`src/rtl/core/rme_pkg.sv`:
```
// Package for the rotation matrix to Euler angles block.
// Holds the fixed widths, the CORDIC arctangent table, stage counts and pole codes.
// Used by rme_cordic and rotation_matrix_to_euler; depends on nothing else.
package rme_pkg;

  // Number of CORDIC iterations and the length of the arctangent table.
  localparam int CordicStages = 16;
  localparam int TabLen       = 24;
  localparam int CsN          = (CordicStages < TabLen) ? CordicStages : TabLen;

  // Datapath widths: vectors are Q1.22, angles are in units of 2^-20 rad.
  localparam int VecW = 28;
  localparam int AngW = 24;
  localparam int OutW = AngW - 7;

  // Integer square root: 23 result bits, two bits resolved per stage.
  localparam int SqSteps  = 23;
  localparam int SqStages = (SqSteps + 1) / 2;
  localparam int SqW      = 46;

  localparam logic signed [AngW-1:0] AngPi = AngW'(3294199);

  // Pitch at the poles, pi/2 in Q3.13.
  localparam logic signed [14:0] PitchHalfPi = 15'sd12868;

  // atan(2^-i) in units of 2^-20 rad, rounded to nearest.
  localparam logic [AngW-1:0] AtanTab [TabLen] = '{
    24'd823550, 24'd486170, 24'd256879, 24'd130396, 24'd65451, 24'd32757,
    24'd16383,  24'd8192,   24'd4096,   24'd2048,   24'd1024,  24'd512,
    24'd256,    24'd128,    24'd64,     24'd32,     24'd16,    24'd8,
    24'd4,      24'd2,      24'd1,      24'd0,      24'd0,     24'd0
  };

  // Branch taken for one matrix.
  typedef enum logic [1:0] {
    POLE_NONE  = 2'd0,
    POLE_NORTH = 2'd1,
    POLE_SOUTH = 2'd2
  } pole_e;

endpackage

```
`src/rtl/core/rme_cordic.sv`:
```
// Pipelined vectoring CORDIC that returns atan2(y, x) in signed Q3.13.
// One register for the quadrant fold, then one register per iteration.
// Depends on rme_pkg.
module rme_cordic (
  input  logic                             clk_i,
  input  logic                             rst_ni,
  input  logic                             en_i,
  input  logic signed [rme_pkg::VecW-1:0]  y_i,
  input  logic signed [rme_pkg::VecW-1:0]  x_i,
  output logic signed [rme_pkg::OutW-1:0]  ang_o
);
  import rme_pkg::*;

  logic signed [VecW-1:0] x_q [CsN+1];
  logic signed [VecW-1:0] y_q [CsN+1];
  logic signed [AngW-1:0] z_q [CsN+1];
  logic                   zero_q [CsN+1];

  logic signed [VecW-1:0] x0_d, y0_d;
  logic signed [AngW-1:0] z0_d;
  logic signed [AngW-1:0] z_rnd;

  // Fold a vector with negative x into the right half plane.
  always_comb begin
    x0_d = x_i;
    y0_d = y_i;
    z0_d = '0;
    if (x_i < 0) begin
      x0_d = -x_i;
      y0_d = -y_i;
      z0_d = (y_i >= 0) ? AngPi : -AngPi;
    end
  end

  always_ff @(posedge clk_i or negedge rst_ni) begin
    if (!rst_ni) begin
      zero_q[0] <= 1'b0;
    end else if (en_i) begin
      zero_q[0] <= (x_i == '0) && (y_i == '0);
    end
  end

  always_ff @(posedge clk_i) begin
    if (en_i) begin
      x_q[0] <= x0_d;
      y_q[0] <= y0_d;
      z_q[0] <= z0_d;
    end
  end

  // One micro-rotation per stage, steering y toward zero.
  for (genvar i = 0; i < CsN; i++) begin : g_iter
    logic signed [VecW-1:0] xs, ys;
    assign xs = x_q[i] >>> i;
    assign ys = y_q[i] >>> i;

    always_ff @(posedge clk_i or negedge rst_ni) begin
      if (!rst_ni) begin
        zero_q[i+1] <= 1'b0;
      end else if (en_i) begin
        zero_q[i+1] <= zero_q[i];
      end
    end

    always_ff @(posedge clk_i) begin
      if (en_i) begin
        if (y_q[i] >= 0) begin
          x_q[i+1] <= x_q[i] + ys;
          y_q[i+1] <= y_q[i] - xs;
          z_q[i+1] <= z_q[i] + $signed(AtanTab[i]);
        end else begin
          x_q[i+1] <= x_q[i] - ys;
          y_q[i+1] <= y_q[i] + xs;
          z_q[i+1] <= z_q[i] - $signed(AtanTab[i]);
        end
      end
    end
  end

  // Round to Q3.13; a zero vector gives angle zero.
  assign z_rnd = z_q[CsN] + AngW'(64);
  assign ang_o = zero_q[CsN] ? '0 : OutW'(z_rnd >>> 7);

endmodule

```
`config.mk`:
```
export PLATFORM = sky130hd
export DESIGN_NAME = rme_cordic
export DESIGN_NICKNAME = d
export VERILOG_FILES = /design/src/rtl/core/rme_pkg.sv /design/src/rtl/core/rme_cordic.sv
export SDC_FILE = /design/constraint.sdc
export NUM_CORES = 2
export LEC_CHECK = 0
export BUFFER_PORTS_ARGS = -buffer_cell sky130_fd_sc_hd__buf_2
export CORE_AREA = 2 2 506 357
export CTS_BUF_LIST = sky130_fd_sc_hd__clkbuf_4 sky130_fd_sc_hd__clkbuf_8 sky130_fd_sc_hd__clkbuf_16
export CTS_CLUSTER_DIAMETER = 120
export DETAILED_ROUTE_END_ITERATION = 12
export DIE_AREA = 0 0 508 359
export HOLD_SLACK_MARGIN = 0.06
export PLACE_DENSITY = 0.79
export SKIP_CTS_REPAIR_TIMING = 1
export SYNTH_ARGS = -nofsm -noshare
export SYNTH_HDL_FRONTEND = slang
export SYNTH_SLANG_ARGS = --single-unit
```
`constraint.sdc`:
```
create_clock -name clk_i -period 7 [get_ports clk_i]
set_clock_uncertainty 0.05 [all_clocks]
set_input_delay 0.35 -clock clk_i [delete_from_list [all_inputs] [get_ports clk_i]]
set_output_delay 0.35 -clock clk_i [all_outputs]
set_load 0.1 [all_outputs]
```
==> results_dict.tcl <==
set metrics [dict create \
    num_vias 78967 \
    viasPerCell 6.17 \
    final_common_cell "edfxtp_1" \
    clk_pin_slew_ns 0.06 \
    worstPathMaxFanout 63 \
    hold_class "input port to register" \
    ant_nets 0 \
    gp_congestion 0.985 \
    wl_per_cell_um 20.0 \
    worstSkewPairLatency_ns 0.80 \
    synth_compound_area_frac 0.185 \
    final_cell_mix "edfxtp_1 (1161), ha_1 (1028), xnor2_1 (982)" \
    syn_area_per_cell_um2 9.53 \
    cts_tree "built" \
    yosysWarnings 0 \
    initial_core_util 0.547 \
    netlist_instances 10212 \
    core-area_mm2 0.178 \
    synth_edf_count 1161 \
    cts_buffers 119 \
    fin_crit_ns 5.69 \
    drv_slew 0 \
    first_pass_iters 6 \
    seq_area_frac_synth 0.363 \
    synthAdderAreaFrac 0.141 \
    timing.final.crit_share 0.813 \
    grt.total_usage 0.270 \
    drt_iter0_markers 9088 \
    outcome "completed" \
    hold_viol 0 \
    ios 76 \
    htreeDepth 3 \
    worst-setup-path-type "input port to register" \
    syn2layout_area_growth_pct 8.15 \
    rsz0062_at_grt "false" \
    fmaxAchievable_mhz 176 \
    synth-simple-area-share 0.139 \
    endpoint_kind "register" \
    grt_max_degree 134 \
    cp_data_required_time_ns 7.47 \
    grt_pass1_wl_um 401000 \
    clockBufferDepth 3 \
    detail_route.wirelength_um 256000 \
    syn_nets 11339 \
    drc_errors 0 \
    synthXorXnorAreaFrac 0.134 \
    drive_above_1_share 0.0439 \
    drv_cap 0 \
    cts_sinks 1178 \
    slew-limit-headroom 0.230 \
    grt_pass1_vias 72968 \
    synth_top_family_by_area "compound AO/OA/AOI/OAI gates" \
    synth-main-ff-cell "edfxtp_1" \
    antenna_found_initial 13 \
    synthArstFlopShare 0.0144 \
    synth_mux_area_frac 0.0113 \
    clock-root-buffer "clkbuf_16" \
    netlist_area_mm2 0.0973 \
    synth-seq-cells 1178 \
    worst_ep_arrival_time_ns 6.16 \
    startpoint_type "input port" \
    dieArea_mm2 0.182 \
    setup_viol 0 \
    fin_nets 11447 \
    worst_pin_slew_ns 1.14 \
    setup-tns-final_ns 0 \
    yosys.cell_types.count 97 \
    die_h_um 359 \
    hpwl_um 199000 \
    die_w_um 508 \
    overflow 0 \
    num_rows 130 \
    port_buffers 75 \
]
[Yosys cell counts (all sizes together), types with 28 or more instances]
cell type,instances,area [um2]
nand4,64,400
and3,92,581
nand3,190,951
or2,49,307
or4,44,330
and2,64,400
a21oi,898,4500
or3,104,651
a31oi,55,350
a31o,31,272
a21boi,47,353
nor4,90,588
a21o,277,2080
nand2,650,2440
a2111oi,32,283
a211o,37,324
nor2b,100,626
clkbuf,168,631
o21ai,634,3170
nor3,274,1380
o41ai,77,674
o21bai,137,1030
xor2,503,4410
xnor2,982,8600
ha,1028,12900
o21a,115,863
mux2,34,383
fa,40,801
edfxtp,1161,34900
mux2i,72,721
o31ai,142,1070
nand2b,153,957
o211ai,48,360
inv,475,1780
nor2,864,3240
buf,54,238
nand3b,28,210
a211oi,76,571
[logic make-up (layout without fill, tap and decap cells)]
| group | after synthesis | after routing |
|---|---|---|
| fa+ha+maj | 1074 | 1074 |
| compound gates | 2844 | 2844 |
| mux | 106 | 106 |
| buf+inv | 703 | 913 |
| other cells | 0 | 3 |
| flops | 1178 | 1178 |
| xor+xnor | 1485 | 1485 |
| simple gates | 2822 | 2822 |
[metrics by stage]
stage,std cells,setup slack [ns],util,hold slack (ns),cell area (um2)
2_1_floorplan,10212,1.92,-,0.00441,97300
3_3_place_gp,12492,1.44,0.563,0.223,100000
3_5_place_dp,12492,1.28,0.563,0.239,100000
4_1_cts,12715,1.62,0.586,-0.629,104000
5_1_grt,12799,0.908,0.591,0.244,105000
6_report,12801,1.31,0.591,0.260,105000
[final cells by class]
| cell class | instances | area (um2) |
|---|---|---|
| diodes | 3 | 7.51 |
| repair buffers | 209 | 1640 |
| clock inverters | 87 | 1080 |
| well taps | 2376 | 2970 |
| flip-flops and latches | 1178 | 35300 |
| fillers | 14888 | 72800 |
| clock buffers | 136 | 3110 |
| multi-input cells | 8331 | 59400 |
| inverters | 481 | 1810 |
[flip-flops by register name (all words and copies together), names as in the netlist]
signal,count
zero_q,17
z_q,335
y_q,420
x_q,406
[critical path: stages]
cell           delay, ns
dlygate4sd3_1       0.57
buf_8               0.51
nand2_1             0.67
inv_2               0.56
nor2_1              0.11
xor2_1              0.17
ha_1                0.34
a21o_1              0.18
a2111oi_0           0.15
nor4_1              0.89
o2111ai_1           0.36
a21boi_1            0.35
o21ai_1             0.14
a311oi_1            0.39
mux2i_1             0.23
nand4_1             0.09
[final timing paths]
check                           slack, ns  cells past startpoint          end       from
worst max-delay path                 1.31                     16  y_q[12][27]       en_i
worst min-delay path                 0.26                      2    y_q[0][0]     y_i[0]
worst max register to register       1.45                     17   y_q[2][27]  x_q[1][5]
worst min register to register       0.37                      0    z_q[9][5]  z_q[8][5]
max in group asynchronous            5.76                      3   zero_q[13]     rst_ni
min in group asynchronous            0.67                      3    zero_q[0]     rst_ni
[per-layer routing]
| metal | global-route usage | up-vias | share of wire | wire length [um] |
|---|---|---|---|---|
| met5 | 0 | - | 0.00020 | 51 |
| met4 | 0.0489 | 6 | 0.017 | 4460 |
| met3 | 0.0552 | 333 | 0.093 | 23700 |
| met2 | 0.396 | 3014 | 0.42 | 107000 |
| met1 | 0.412 | 37726 | 0.47 | 120000 |
| li1 | - | 37888 | - | - |
Power is not shown: default switching activity piles up to over one toggle a cycle in this logic, so the estimate is an artifact.
